--- src/design/lgct_pkg.sv ---
// ----------------------------------------------------------------------------
// lgct_pkg
// Shared types and constants for the line grid cell traversal unit.
// ----------------------------------------------------------------------------
package lgct_pkg;

    localparam int COORD_W    = 24;   // Q16.8 coordinate width
    localparam int SIZE_W     = 23;   // cell size width
    localparam int COUNT_W    = 6;    // columns / rows register width
    localparam int CFG_ADDR_W = 3;
    localparam int CFG_DATA_W = 24;
    localparam int IDX_OUT_W  = 5;    // output index width
    localparam int ITER       = 24;   // divider / multiplier iterations
    localparam int CNT_W      = 5;

    localparam logic [CFG_ADDR_W-1:0] REG_ORIGIN_X    = 3'd0;
    localparam logic [CFG_ADDR_W-1:0] REG_ORIGIN_Y    = 3'd1;
    localparam logic [CFG_ADDR_W-1:0] REG_CELL_WIDTH  = 3'd2;
    localparam logic [CFG_ADDR_W-1:0] REG_CELL_HEIGHT = 3'd3;
    localparam logic [CFG_ADDR_W-1:0] REG_COLUMNS     = 3'd4;
    localparam logic [CFG_ADDR_W-1:0] REG_ROWS        = 3'd5;

    typedef enum logic [2:0] {
        S_IDLE,
        S_DIV_S,
        S_DIV_E,
        S_NUM,
        S_MUL,
        S_WALK
    } t_state;

    typedef struct packed {
        logic load;      // latch request, set up start-point division
        logic div_step;  // one restoring-division bit on both axes
        logic fin_s;     // last bit of start division: clamp start cell
        logic fin_e;     // last bit of end division: clamp end cell
        logic num;       // boundary distance of the start cell
        logic mul_step;  // one shift-add bit of the time products
        logic walk;      // emit current cell and step
    } t_cmd;

    typedef struct packed {
        logic out_free;  // output register can take a cell
        logic last;      // current cell is the end cell
    } t_sts;

endpackage

--- src/design/lgct_ctrl.sv ---
// ----------------------------------------------------------------------------
// lgct_ctrl
// Sequencer: division, setup, product accumulation and cell walk phases.
// ----------------------------------------------------------------------------
module lgct_ctrl (
    input  logic              i_clk,
    input  logic              i_rst_n,
    input  logic              i_s_tvalid,
    output logic              o_s_tready,
    input  lgct_pkg::t_sts    i_sts,
    output lgct_pkg::t_cmd    o_cmd
);

    lgct_pkg::t_state                r_state, n_state;
    logic [lgct_pkg::CNT_W-1:0]      r_cnt, n_cnt;
    logic                            cnt_done;
    logic                            counting;

    assign cnt_done = (r_cnt == lgct_pkg::CNT_W'(lgct_pkg::ITER - 1));
    assign counting = (r_state == lgct_pkg::S_DIV_S) || (r_state == lgct_pkg::S_DIV_E) ||
                      (r_state == lgct_pkg::S_MUL);

    always_ff @(posedge i_clk) begin
        if (!i_rst_n) begin
            r_state <= lgct_pkg::S_IDLE;
            r_cnt   <= '0;
        end else begin
            r_state <= n_state;
            r_cnt   <= n_cnt;
        end
    end

    always_comb begin
        n_cnt = (counting && !cnt_done) ? r_cnt + 1'b1 : '0;
    end

    always_comb begin
        n_state = r_state;
        case (r_state)
            lgct_pkg::S_IDLE:  if (i_s_tvalid) n_state = lgct_pkg::S_DIV_S;
            lgct_pkg::S_DIV_S: if (cnt_done) n_state = lgct_pkg::S_DIV_E;
            lgct_pkg::S_DIV_E: if (cnt_done) n_state = lgct_pkg::S_NUM;
            lgct_pkg::S_NUM:   n_state = lgct_pkg::S_MUL;
            lgct_pkg::S_MUL:   if (cnt_done) n_state = lgct_pkg::S_WALK;
            lgct_pkg::S_WALK:  if (i_sts.out_free && i_sts.last) n_state = lgct_pkg::S_IDLE;
            default:           n_state = lgct_pkg::S_IDLE;
        endcase
    end

    always_comb begin
        o_cmd          = '0;
        o_s_tready     = 1'b0;
        case (r_state)
            lgct_pkg::S_IDLE: begin
                o_s_tready = 1'b1;
                o_cmd.load = i_s_tvalid;
            end
            lgct_pkg::S_DIV_S: begin
                o_cmd.div_step = 1'b1;
                o_cmd.fin_s    = cnt_done;
            end
            lgct_pkg::S_DIV_E: begin
                o_cmd.div_step = 1'b1;
                o_cmd.fin_e    = cnt_done;
            end
            lgct_pkg::S_NUM:  o_cmd.num      = 1'b1;
            lgct_pkg::S_MUL:  o_cmd.mul_step = 1'b1;
            lgct_pkg::S_WALK: o_cmd.walk     = i_sts.out_free;
            default: ;
        endcase
    end

    ap_cnt_idle: assert property (@(posedge i_clk) disable iff (!i_rst_n)
        (r_state == lgct_pkg::S_IDLE) |-> (r_cnt == '0))
        else $error("counter not cleared in idle");

    ap_walk_exit: assert property (@(posedge i_clk) disable iff (!i_rst_n)
        (o_cmd.walk && i_sts.last) |=> (r_state == lgct_pkg::S_IDLE))
        else $error("walk did not end after last cell");

    ap_load_idle: assert property (@(posedge i_clk) disable iff (!i_rst_n)
        o_cmd.load |=> (r_state == lgct_pkg::S_DIV_S) && (r_cnt == '0))
        else $error("request load did not start division");

endmodule

--- src/design/lgct_dp.sv ---
// ----------------------------------------------------------------------------
// lgct_dp
// Datapath: config registers, two restoring dividers, boundary-time
// shift-add products and the incremental cell walk with output register.
// ----------------------------------------------------------------------------
module lgct_dp #(
    parameter int MAX_COLUMNS = 32,
    parameter int MAX_ROWS    = 32
) (
    input  logic                                i_clk,
    input  logic                                i_rst_n,
    input  logic                                i_cfg_we,
    input  logic [lgct_pkg::CFG_ADDR_W-1:0]     i_cfg_addr,
    input  logic [lgct_pkg::CFG_DATA_W-1:0]     i_cfg_data,
    input  logic [4*lgct_pkg::COORD_W-1:0]      i_s_tdata,
    output logic                                o_m_tvalid,
    input  logic                                i_m_tready,
    output logic [15:0]                         o_m_tdata,
    output logic                                o_m_tlast,
    input  lgct_pkg::t_cmd                      i_cmd,
    output lgct_pkg::t_sts                      o_sts
);

    localparam int CW   = lgct_pkg::COORD_W;
    localparam int SW   = lgct_pkg::SIZE_W;
    localparam int MAXN = (MAX_COLUMNS > MAX_ROWS) ? MAX_COLUMNS : MAX_ROWS;
    localparam int IW   = ($clog2(MAXN) > lgct_pkg::IDX_OUT_W) ? $clog2(MAXN)
                                                               : lgct_pkg::IDX_OUT_W;
    localparam int LW   = 11;
    localparam int NW   = IW + 26;            // boundary distance, signed
    localparam int MW   = IW + 1 + SW;        // cell index times size
    localparam int PW   = NW + CW;            // boundary time product, signed

    // configuration
    logic signed [CW-1:0]          r_org_x, r_org_y;
    logic [SW-1:0]                 r_cell_w, r_cell_h;
    logic [lgct_pkg::COUNT_W-1:0]  r_cols, r_rows;

    always_ff @(posedge i_clk) begin
        if (!i_rst_n) begin
            r_org_x  <= '0;
            r_org_y  <= '0;
            r_cell_w <= SW'(256);
            r_cell_h <= SW'(256);
            r_cols   <= lgct_pkg::COUNT_W'(1);
            r_rows   <= lgct_pkg::COUNT_W'(1);
        end else if (i_cfg_we) begin
            case (i_cfg_addr)
                lgct_pkg::REG_ORIGIN_X:    r_org_x  <= i_cfg_data;
                lgct_pkg::REG_ORIGIN_Y:    r_org_y  <= i_cfg_data;
                lgct_pkg::REG_CELL_WIDTH:  r_cell_w <= i_cfg_data[SW-1:0];
                lgct_pkg::REG_CELL_HEIGHT: r_cell_h <= i_cfg_data[SW-1:0];
                lgct_pkg::REG_COLUMNS:     r_cols   <= i_cfg_data[lgct_pkg::COUNT_W-1:0];
                lgct_pkg::REG_ROWS:        r_rows   <= i_cfg_data[lgct_pkg::COUNT_W-1:0];
                default: ;
            endcase
        end
    end

    logic [SW-1:0] size_w, size_h;
    logic [IW-1:0] xlim, ylim;

    assign size_w = (r_cell_w == '0) ? SW'(1) : r_cell_w;
    assign size_h = (r_cell_h == '0) ? SW'(1) : r_cell_h;

    function automatic logic [IW-1:0] last_index(input logic [lgct_pkg::COUNT_W-1:0] cnt,
                                                 input int maxv);
        logic [LW-1:0] c;
        c = LW'(cnt);
        if (c == '0)           return '0;
        else if (c > LW'(maxv)) return IW'(maxv - 1);
        else                   return IW'(c - 1'b1);
    endfunction

    assign xlim = last_index(r_cols, MAX_COLUMNS);
    assign ylim = last_index(r_rows, MAX_ROWS);

    function automatic logic [IW-1:0] clamp_cell(input logic [CW-1:0] q, input logic neg,
                                                 input logic [IW-1:0] lim);
        if (neg)                 return '0;
        else if (q > CW'(lim))   return lim;
        else                     return q[IW-1:0];
    endfunction

    // request unpack, offsets from the grid origin
    logic signed [CW:0] px, py, qx, qy, dx, dy;
    logic [CW-1:0]      adx, ady;

    assign px  = $signed({i_s_tdata[CW-1], i_s_tdata[CW-1:0]}) -
                 $signed({r_org_x[CW-1], r_org_x});
    assign py  = $signed({i_s_tdata[2*CW-1], i_s_tdata[2*CW-1:CW]}) -
                 $signed({r_org_y[CW-1], r_org_y});
    assign qx  = $signed({i_s_tdata[3*CW-1], i_s_tdata[3*CW-1:2*CW]}) -
                 $signed({r_org_x[CW-1], r_org_x});
    assign qy  = $signed({i_s_tdata[4*CW-1], i_s_tdata[4*CW-1:3*CW]}) -
                 $signed({r_org_y[CW-1], r_org_y});
    assign dx  = qx - px;
    assign dy  = qy - py;
    assign adx = dx[CW] ? CW'(-dx) : dx[CW-1:0];
    assign ady = dy[CW] ? CW'(-dy) : dy[CW-1:0];

    logic signed [CW:0] r_px, r_py, r_qx, r_qy;
    logic               r_dx_pos, r_dy_pos;
    logic [CW-1:0]      r_adx, r_ady;

    // restoring dividers, one quotient bit per cycle on each axis
    logic [CW-1:0] r_nx, r_ny, r_divq_x, r_divq_y;
    logic [SW-1:0] r_rx, r_ry;
    logic          r_negx, r_negy;
    logic [CW-1:0] trial_x, trial_y, n_divq_x, n_divq_y;
    logic          ge_x, ge_y;

    assign trial_x  = {r_rx, r_nx[CW-1]};
    assign trial_y  = {r_ry, r_ny[CW-1]};
    assign ge_x     = trial_x >= CW'(size_w);
    assign ge_y     = trial_y >= CW'(size_h);
    assign n_divq_x = {r_divq_x[CW-2:0], ge_x};
    assign n_divq_y = {r_divq_y[CW-2:0], ge_y};

    // cells and products
    logic [IW-1:0]         r_cx, r_cy, r_ex, r_ey;
    logic [MW-1:0]         mx, my;
    logic signed [NW-1:0]  numx, numy;
    logic signed [PW-1:0]  r_mx, r_my, r_tx, r_ty;
    logic [PW-1:0]         r_wm, r_hm, r_wstep, r_hstep;
    logic [CW-1:0]         r_bx, r_by;     // multiplier bits: ady for x, adx for y

    assign mx   = (MW'({1'b0, r_cx}) + MW'(r_dx_pos)) * MW'(size_w);
    assign my   = (MW'({1'b0, r_cy}) + MW'(r_dy_pos)) * MW'(size_h);
    assign numx = r_dx_pos ? $signed(NW'(mx)) - NW'(r_px) : NW'(r_px) - $signed(NW'(mx));
    assign numy = r_dy_pos ? $signed(NW'(my)) - NW'(r_py) : NW'(r_py) - $signed(NW'(my));

    logic need_x, need_y, last, step_x;

    assign need_x = (r_cx != r_ex);
    assign need_y = (r_cy != r_ey);
    assign last   = !need_x && !need_y;
    assign step_x = (need_x && need_y) ? (r_tx < r_ty) : need_x;

    always_ff @(posedge i_clk) begin
        if (i_cmd.load) begin
            r_px     <= px;
            r_py     <= py;
            r_qx     <= qx;
            r_qy     <= qy;
            r_dx_pos <= !dx[CW] && (dx != '0);
            r_dy_pos <= !dy[CW] && (dy != '0);
            r_adx    <= adx;
            r_ady    <= ady;
            r_nx     <= px[CW-1:0];
            r_ny     <= py[CW-1:0];
            r_negx   <= px[CW];
            r_negy   <= py[CW];
            r_rx     <= '0;
            r_ry     <= '0;
            r_divq_x <= '0;
            r_divq_y <= '0;
        end else if (i_cmd.div_step) begin
            r_nx     <= {r_nx[CW-2:0], 1'b0};
            r_ny     <= {r_ny[CW-2:0], 1'b0};
            r_rx     <= ge_x ? SW'(trial_x - CW'(size_w)) : trial_x[SW-1:0];
            r_ry     <= ge_y ? SW'(trial_y - CW'(size_h)) : trial_y[SW-1:0];
            r_divq_x <= n_divq_x;
            r_divq_y <= n_divq_y;
            if (i_cmd.fin_s) begin
                r_cx     <= clamp_cell(n_divq_x, r_negx, xlim);
                r_cy     <= clamp_cell(n_divq_y, r_negy, ylim);
                r_nx     <= r_qx[CW-1:0];
                r_ny     <= r_qy[CW-1:0];
                r_negx   <= r_qx[CW];
                r_negy   <= r_qy[CW];
                r_rx     <= '0;
                r_ry     <= '0;
                r_divq_x <= '0;
                r_divq_y <= '0;
            end
            if (i_cmd.fin_e) begin
                r_ex <= clamp_cell(n_divq_x, r_negx, xlim);
                r_ey <= clamp_cell(n_divq_y, r_negy, ylim);
            end
        end else if (i_cmd.num) begin
            r_mx    <= PW'(numx);
            r_my    <= PW'(numy);
            r_wm    <= PW'(size_w);
            r_hm    <= PW'(size_h);
            r_tx    <= '0;
            r_ty    <= '0;
            r_wstep <= '0;
            r_hstep <= '0;
            r_bx    <= r_ady;
            r_by    <= r_adx;
        end else if (i_cmd.mul_step) begin
            if (r_bx[0]) begin
                r_tx    <= r_tx + r_mx;
                r_wstep <= r_wstep + r_wm;
            end
            if (r_by[0]) begin
                r_ty    <= r_ty + r_my;
                r_hstep <= r_hstep + r_hm;
            end
            r_mx <= r_mx <<< 1;
            r_my <= r_my <<< 1;
            r_wm <= r_wm << 1;
            r_hm <= r_hm << 1;
            r_bx <= r_bx >> 1;
            r_by <= r_by >> 1;
        end else if (i_cmd.walk && !last) begin
            if (step_x) begin
                r_cx <= (r_ex > r_cx) ? r_cx + 1'b1 : r_cx - 1'b1;
                r_tx <= r_tx + $signed(r_wstep);
            end else begin
                r_cy <= (r_ey > r_cy) ? r_cy + 1'b1 : r_cy - 1'b1;
                r_ty <= r_ty + $signed(r_hstep);
            end
        end
    end

    // output register
    logic                              r_m_valid;
    logic [lgct_pkg::IDX_OUT_W-1:0]    r_m_col, r_m_row;
    logic                              r_m_last;

    always_ff @(posedge i_clk) begin
        if (!i_rst_n) begin
            r_m_valid <= 1'b0;
        end else if (i_cmd.walk) begin
            r_m_valid <= 1'b1;
        end else if (i_m_tready) begin
            r_m_valid <= 1'b0;
        end
    end

    always_ff @(posedge i_clk) begin
        if (i_cmd.walk) begin
            r_m_col  <= r_cx[lgct_pkg::IDX_OUT_W-1:0];
            r_m_row  <= r_cy[lgct_pkg::IDX_OUT_W-1:0];
            r_m_last <= last;
        end
    end

    assign o_m_tvalid   = r_m_valid;
    assign o_m_tdata    = {6'b0, r_m_row, r_m_col};
    assign o_m_tlast    = r_m_last;
    assign o_sts.out_free = !r_m_valid || i_m_tready;
    assign o_sts.last     = last;

    ap_progress: assert property (@(posedge i_clk) disable iff (!i_rst_n)
        (i_cmd.walk && !last) |=> (r_cx != $past(r_cx)) || (r_cy != $past(r_cy)))
        else $error("walk step did not move");

    ap_in_grid: assert property (@(posedge i_clk) disable iff (!i_rst_n)
        i_cmd.walk |-> (r_cx <= xlim) && (r_cy <= ylim))
        else $error("walk left the grid");

    ap_step_need: assert property (@(posedge i_clk) disable iff (!i_rst_n)
        (i_cmd.walk && !last && step_x) |-> need_x)
        else $error("x step with no x distance left");

endmodule

--- src/design/line_grid_cell_traversal_unit.sv ---
// ----------------------------------------------------------------------------
// line_grid_cell_traversal_unit
// Walks a line segment through a uniform 2D grid and emits each crossed cell.
// ----------------------------------------------------------------------------
// Sequence: restoring division of the start point, then of the end point,
//   one setup step, then shift-add for boundary times, before the first cell.
// Throughput: requests are taken only after the walk ends; one cell a cycle
//   during the walk when the sink is ready; at most columns + rows - 1 cells.
// Reset: synchronous active low; config returns to origin 0, cell 256 x 256,
//   one column and one row, and no cell is pending.
module line_grid_cell_traversal_unit #(
    parameter int MAX_COLUMNS = 32,
    parameter int MAX_ROWS    = 32
) (
    input  logic                              i_clk,
    input  logic                              i_rst_n,
    input  logic                              i_cfg_we,
    input  logic [lgct_pkg::CFG_ADDR_W-1:0]   i_cfg_addr,
    input  logic [lgct_pkg::CFG_DATA_W-1:0]   i_cfg_data,
    input  logic                              i_s_tvalid,
    output logic                              o_s_tready,
    // start_x[23:0], start_y[47:24], end_x[71:48], end_y[95:72]
    input  logic [4*lgct_pkg::COORD_W-1:0]    i_s_tdata,
    output logic                              o_m_tvalid,
    input  logic                              i_m_tready,
    // cell_column[4:0], cell_row[9:5], zero fill[15:10]
    output logic [15:0]                       o_m_tdata,
    output logic                              o_m_tlast
);

    lgct_pkg::t_cmd cmd;
    lgct_pkg::t_sts sts;

    lgct_ctrl u_ctrl (
        .i_clk      (i_clk),
        .i_rst_n    (i_rst_n),
        .i_s_tvalid (i_s_tvalid),
        .o_s_tready (o_s_tready),
        .i_sts      (sts),
        .o_cmd      (cmd)
    );

    lgct_dp #(
        .MAX_COLUMNS (MAX_COLUMNS),
        .MAX_ROWS    (MAX_ROWS)
    ) u_dp (
        .i_clk      (i_clk),
        .i_rst_n    (i_rst_n),
        .i_cfg_we   (i_cfg_we),
        .i_cfg_addr (i_cfg_addr),
        .i_cfg_data (i_cfg_data),
        .i_s_tdata  (i_s_tdata),
        .o_m_tvalid (o_m_tvalid),
        .i_m_tready (i_m_tready),
        .o_m_tdata  (o_m_tdata),
        .o_m_tlast  (o_m_tlast),
        .i_cmd      (cmd),
        .o_sts      (sts)
    );

endmodule
--- config.mk ---
export PLATFORM = sky130hd
export DESIGN_NAME = line_grid_cell_traversal_unit
export DESIGN_NICKNAME = d
export VERILOG_FILES = /design/src/design/lgct_pkg.sv /design/src/design/lgct_ctrl.sv /design/src/design/lgct_dp.sv /design/src/design/line_grid_cell_traversal_unit.sv
export SDC_FILE = /design/constraint.sdc
export NUM_CORES = 2
export LEC_CHECK = 0
export BUFFER_PORTS_ARGS = -buffer_cell sky130_fd_sc_hd__buf_4
export CAP_MARGIN = 20
export CORE_ASPECT_RATIO = 0.75
export CORE_MARGIN = 1
export CORE_UTILIZATION = 35
export CTS_CLUSTER_DIAMETER = 100
export DETAILED_ROUTE_END_ITERATION = 7
export PLACE_DENSITY_LB_ADDON = 0.3
export SLEW_MARGIN = 5
export SYNTH_ARGS = -nofsm -noshare
export SYNTH_HDL_FRONTEND = slang
export SYNTH_SLANG_ARGS = --single-unit
--- constraint.sdc ---
create_clock -name i_clk -period 21.8 [get_ports i_clk]
set_clock_uncertainty 0.15 [all_clocks]
set_input_delay 0 -clock i_clk [delete_from_list [all_inputs] [get_ports i_clk]]
set_output_delay 0 -clock i_clk [all_outputs]
set_load 0.005 [all_outputs]
==> impl_metrics.py <==
metrics = {
    "run_status": {
        "outcome": "finished clean",
    },
    "logic_synthesis": {
        "synth_edf_count": 719,
        "ys_ff_latch": 926,
        "synth_cell_types": 93,
        "syn_area_um2": 73650,
        "netlist_instances": 8369,
        "ys.flop_type": "edfxtp_1",
        "synthArstFlopShare_pct": 0,
        "ys.warnings.count": 0,
        "synth-seq-area-share_pct": 34.94,
        "avgSynthCellArea_um2": 8.800,
    },
    "timing": {
        "fmax_mhz": 101.1,
        "setup_violations": 0,
        "worst_pin_slew_ns": 1.211,
        "rsz0062_at_grt": "no",
        "setup_ws_ns": 11.91,
        "setup_tns_ns": 0,
        "period_minus_slack_ns": 9.890,
        "whs_ns": 0.05605,
        "hold_violations": 0,
        "fin_crit_sh_pct": 45.37,
        "max-slew-margin-rel_pct": 18.43,
        "slew_violations": 0,
    },
    "floorplanning": {
        "rows": 145,
        "start_util_pct": 35.30,
        "die_h_um": 399.3,
        "die_area_um2": 212300,
        "die_w_um": 531.7,
        "ios": 147,
        "core_area_um2": 208600,
    },
    "placement": {
        "port_buffers": 140,
        "pre_cts_slack_ns": 12.13,
        "place_area_um2": 77450,
        "hpwl_mm": 162.1,
        "gp_congestion": 0.9387,
    },
    "critical_path": {
        "crit_required_ns": 22.08,
        "worst_r2r_startpoint": "u_dp.r_dy_pos",
        "startpoint": "u_dp.r_dy_pos",
        "path_class": "register to register",
        "r2r_cells": 26,
        "crit_path_end_kind": "register",
        "worstPathArrival_ns": 10.17,
        "crit_fanout": 57,
        "r2r_end": "u_dp.r_my[50]",
        "reg2reg_slack_ns": 11.91,
        "start_kind": "register",
        "cp-endpoint": "u_dp.r_my[50]",
    },
    "cells_and_area": {
        "nets": 9546,
        "drive_gt1_share_pct": 4.871,
        "design_area_um2": 82780,
        "final_cell_mix": "nand2_1, edfxtp_1, inv_1, ha_1, nor2_1",
        "mostFrequentLayoutCell": "nand2_1",
        "area_growth_pct": 12.40,
    },
    "clock_tree": {
        "cts_sinks": 926,
        "cts_buffers": 97,
        "cts_tree": "yes",
        "clkLatencyLatePin_ns": 0.71,
        "clockRootBuffer": "clkbuf_16",
        "htreeDepth": 3,
        "clk_path_buf_depth": 3,
        "clk_pin_slew_ns": 0.06,
        "post_cts_resized": 0,
        "cts_setup_buffers": 0,
    },
    "flow_run": {
        "cap_violations": 0,
    },
    "global_routing": {
        "overflow": 0,
        "grt.total_usage_pct": 19.70,
        "grt_pass1_wl_mm": 334.6,
        "grt_max_degree": 153,
        "antenna_found_initial": 3,
        "grt_pass1_vias": 58509,
    },
    "min_path": {
        "hold_class": "input port to register",
    },
    "detailed_routing": {
        "drt-pass1-iter-count": 6,
        "vias_per_cell": 5.305,
        "wl_per_cell_um": 18.77,
        "vias": 60566,
        "drt-initial-drc-count": 5005,
        "wirelength_mm": 214.3,
        "ant_nets": 0,
        "route.detailed.drc": 0,
    },
    "power_and_ir_drop": {
        "p_total_mw": 5.805,
        "ir_drop_mv": 0.08099,
        "switching_share_pct": 34.14,
        "p_switching_mw": 1.982,
        "p_leak_nw": 35.01,
        "p_comb_share_pct": 33.3,
        "pwr-share-clk_pct": 29.8,
        "power_density_nw_per_um2": 70.12,
        "pwr-share-seq_pct": 36.8,
        "internal-power_mw": 3.823,
    },
}
==> power groups by stage <==
stage	Clock, mW	Sequential, mW	Combinational, mW
after detailed placement	0	2.17	1.86
after CTS	1.77	2.14	1.91
after global routing	1.83	2.15	2.14
after floorplan	0	2.15	1.40
final	1.73	2.14	1.94
after global placement	0	2.17	1.83
==> final cells by class <==
class	count	area, um2
fillers	20790	125900
multi-input cells	6412	44120
flip-flops and latches	926	25730
repair buffers	404	3573
well taps	2793	3495
clock buffers	129	2684
inverters	701	2639
clock inverters	50	536.8
diodes	1	2.502
==> metal layers <==
layer,global-route usage [%],wire length [um],up-vias
li1,-,-,29529
met3,3.259,14690,219
met4,4.345,4433,0
met1,28.87,104300,29029
met5,0,0,-
met2,30.14,90880,1789
==> synthesized netlist by cell type, drive strengths merged, types with 215 or more instances <==
cell type  count  area [um2]
and2         215        1345
nand2       1249        4688
nor2         635        2386
a21o         327        2455
a21oi        594        2973
xor2         220        1927
o21ai        468        2342
xnor2        323        2829
ha           688        8608
edfxtp       719       21590
clkbuf       315        1182
inv          699        2624
==> sequential cells by signal, summed over array words and instances (netlist names), 25 cells and up <==
name	flops
u_dp.r_hm	55
u_dp.r_hstep	55
u_dp.r_mx	55
u_dp.r_my	55
u_dp.r_px	25
u_dp.r_py	25
u_dp.r_qx	25
u_dp.r_qy	25
u_dp.r_tx	55
u_dp.r_ty	55
u_dp.r_wm	55
u_dp.r_wstep	55
==> cell families after synthesis <==
kind of cell	after synthesis	share of synthesized area [%]
AOI/OAI and AO/OA	2126	18.42
xor gates and xnor gates	543	6.457
adders and majority gates	880	16.85
buffers and inverters	1036	5.328
DFF	926	34.94
muxes	57	0.7832
other	1	0.005092
and+or+nand+nor	2800	17.21
==> worst min-delay path by stage <==
stage | startpoint | endpoint | depth (start not counted)
after floorplan | i_cfg_data[8] | u_dp.r_cell_h[8] | 2
after global placement | i_cfg_data[23] | u_dp.r_org_y[23] | 3
after detailed placement | i_cfg_data[23] | u_dp.r_org_y[23] | 3
after CTS | i_cfg_data[4] | u_dp.r_org_x[4] | 4
after global routing | i_cfg_data[22] | u_dp.r_org_x[22] | 4
final | i_cfg_data[22] | u_dp.r_org_y[22] | 4
==> worst max-delay path, cell delays in order (launching register included) <==
cell and delay, ns:
edfxtp_1 0.32, buf_4 0.49, ha_1 0.29, nand3_1 0.70
xnor2_1 0.71, nand2_1 0.14, fa_1 0.49, fa_1 0.52
fa_1 0.55, inv_1 0.04, ha_1 0.32, nor2b_1 0.14
o21a_1 0.17, o21ai_0 0.31, nand2_1 0.09, a21o_1 0.20
xor2_1 0.16, ha_1 0.42, nand2_1 0.14, o41ai_1 0.98
a31oi_1 0.30, o41ai_1 0.71, nand4_1 0.27, o21ai_0 0.32
mux2i_2 0.23, buf_4 0.31, nand2_1 0.09
==> repair_timing <==
item                                    CTS  global route
hold buffers                            209             0
endpoints found under the setup margin    0             0
hold endpoints to repair                262             0
==> stage by stage <==
stage / util, % / cells
floorplan: - / 8374
global placement: 37.12 / 11024
detailed placement: 37.12 / 11025
CTS: 39.67 / 11413
global route: 39.68 / 11415
finish: 39.68 / 11416
Power figures use the tool's default switching activity.
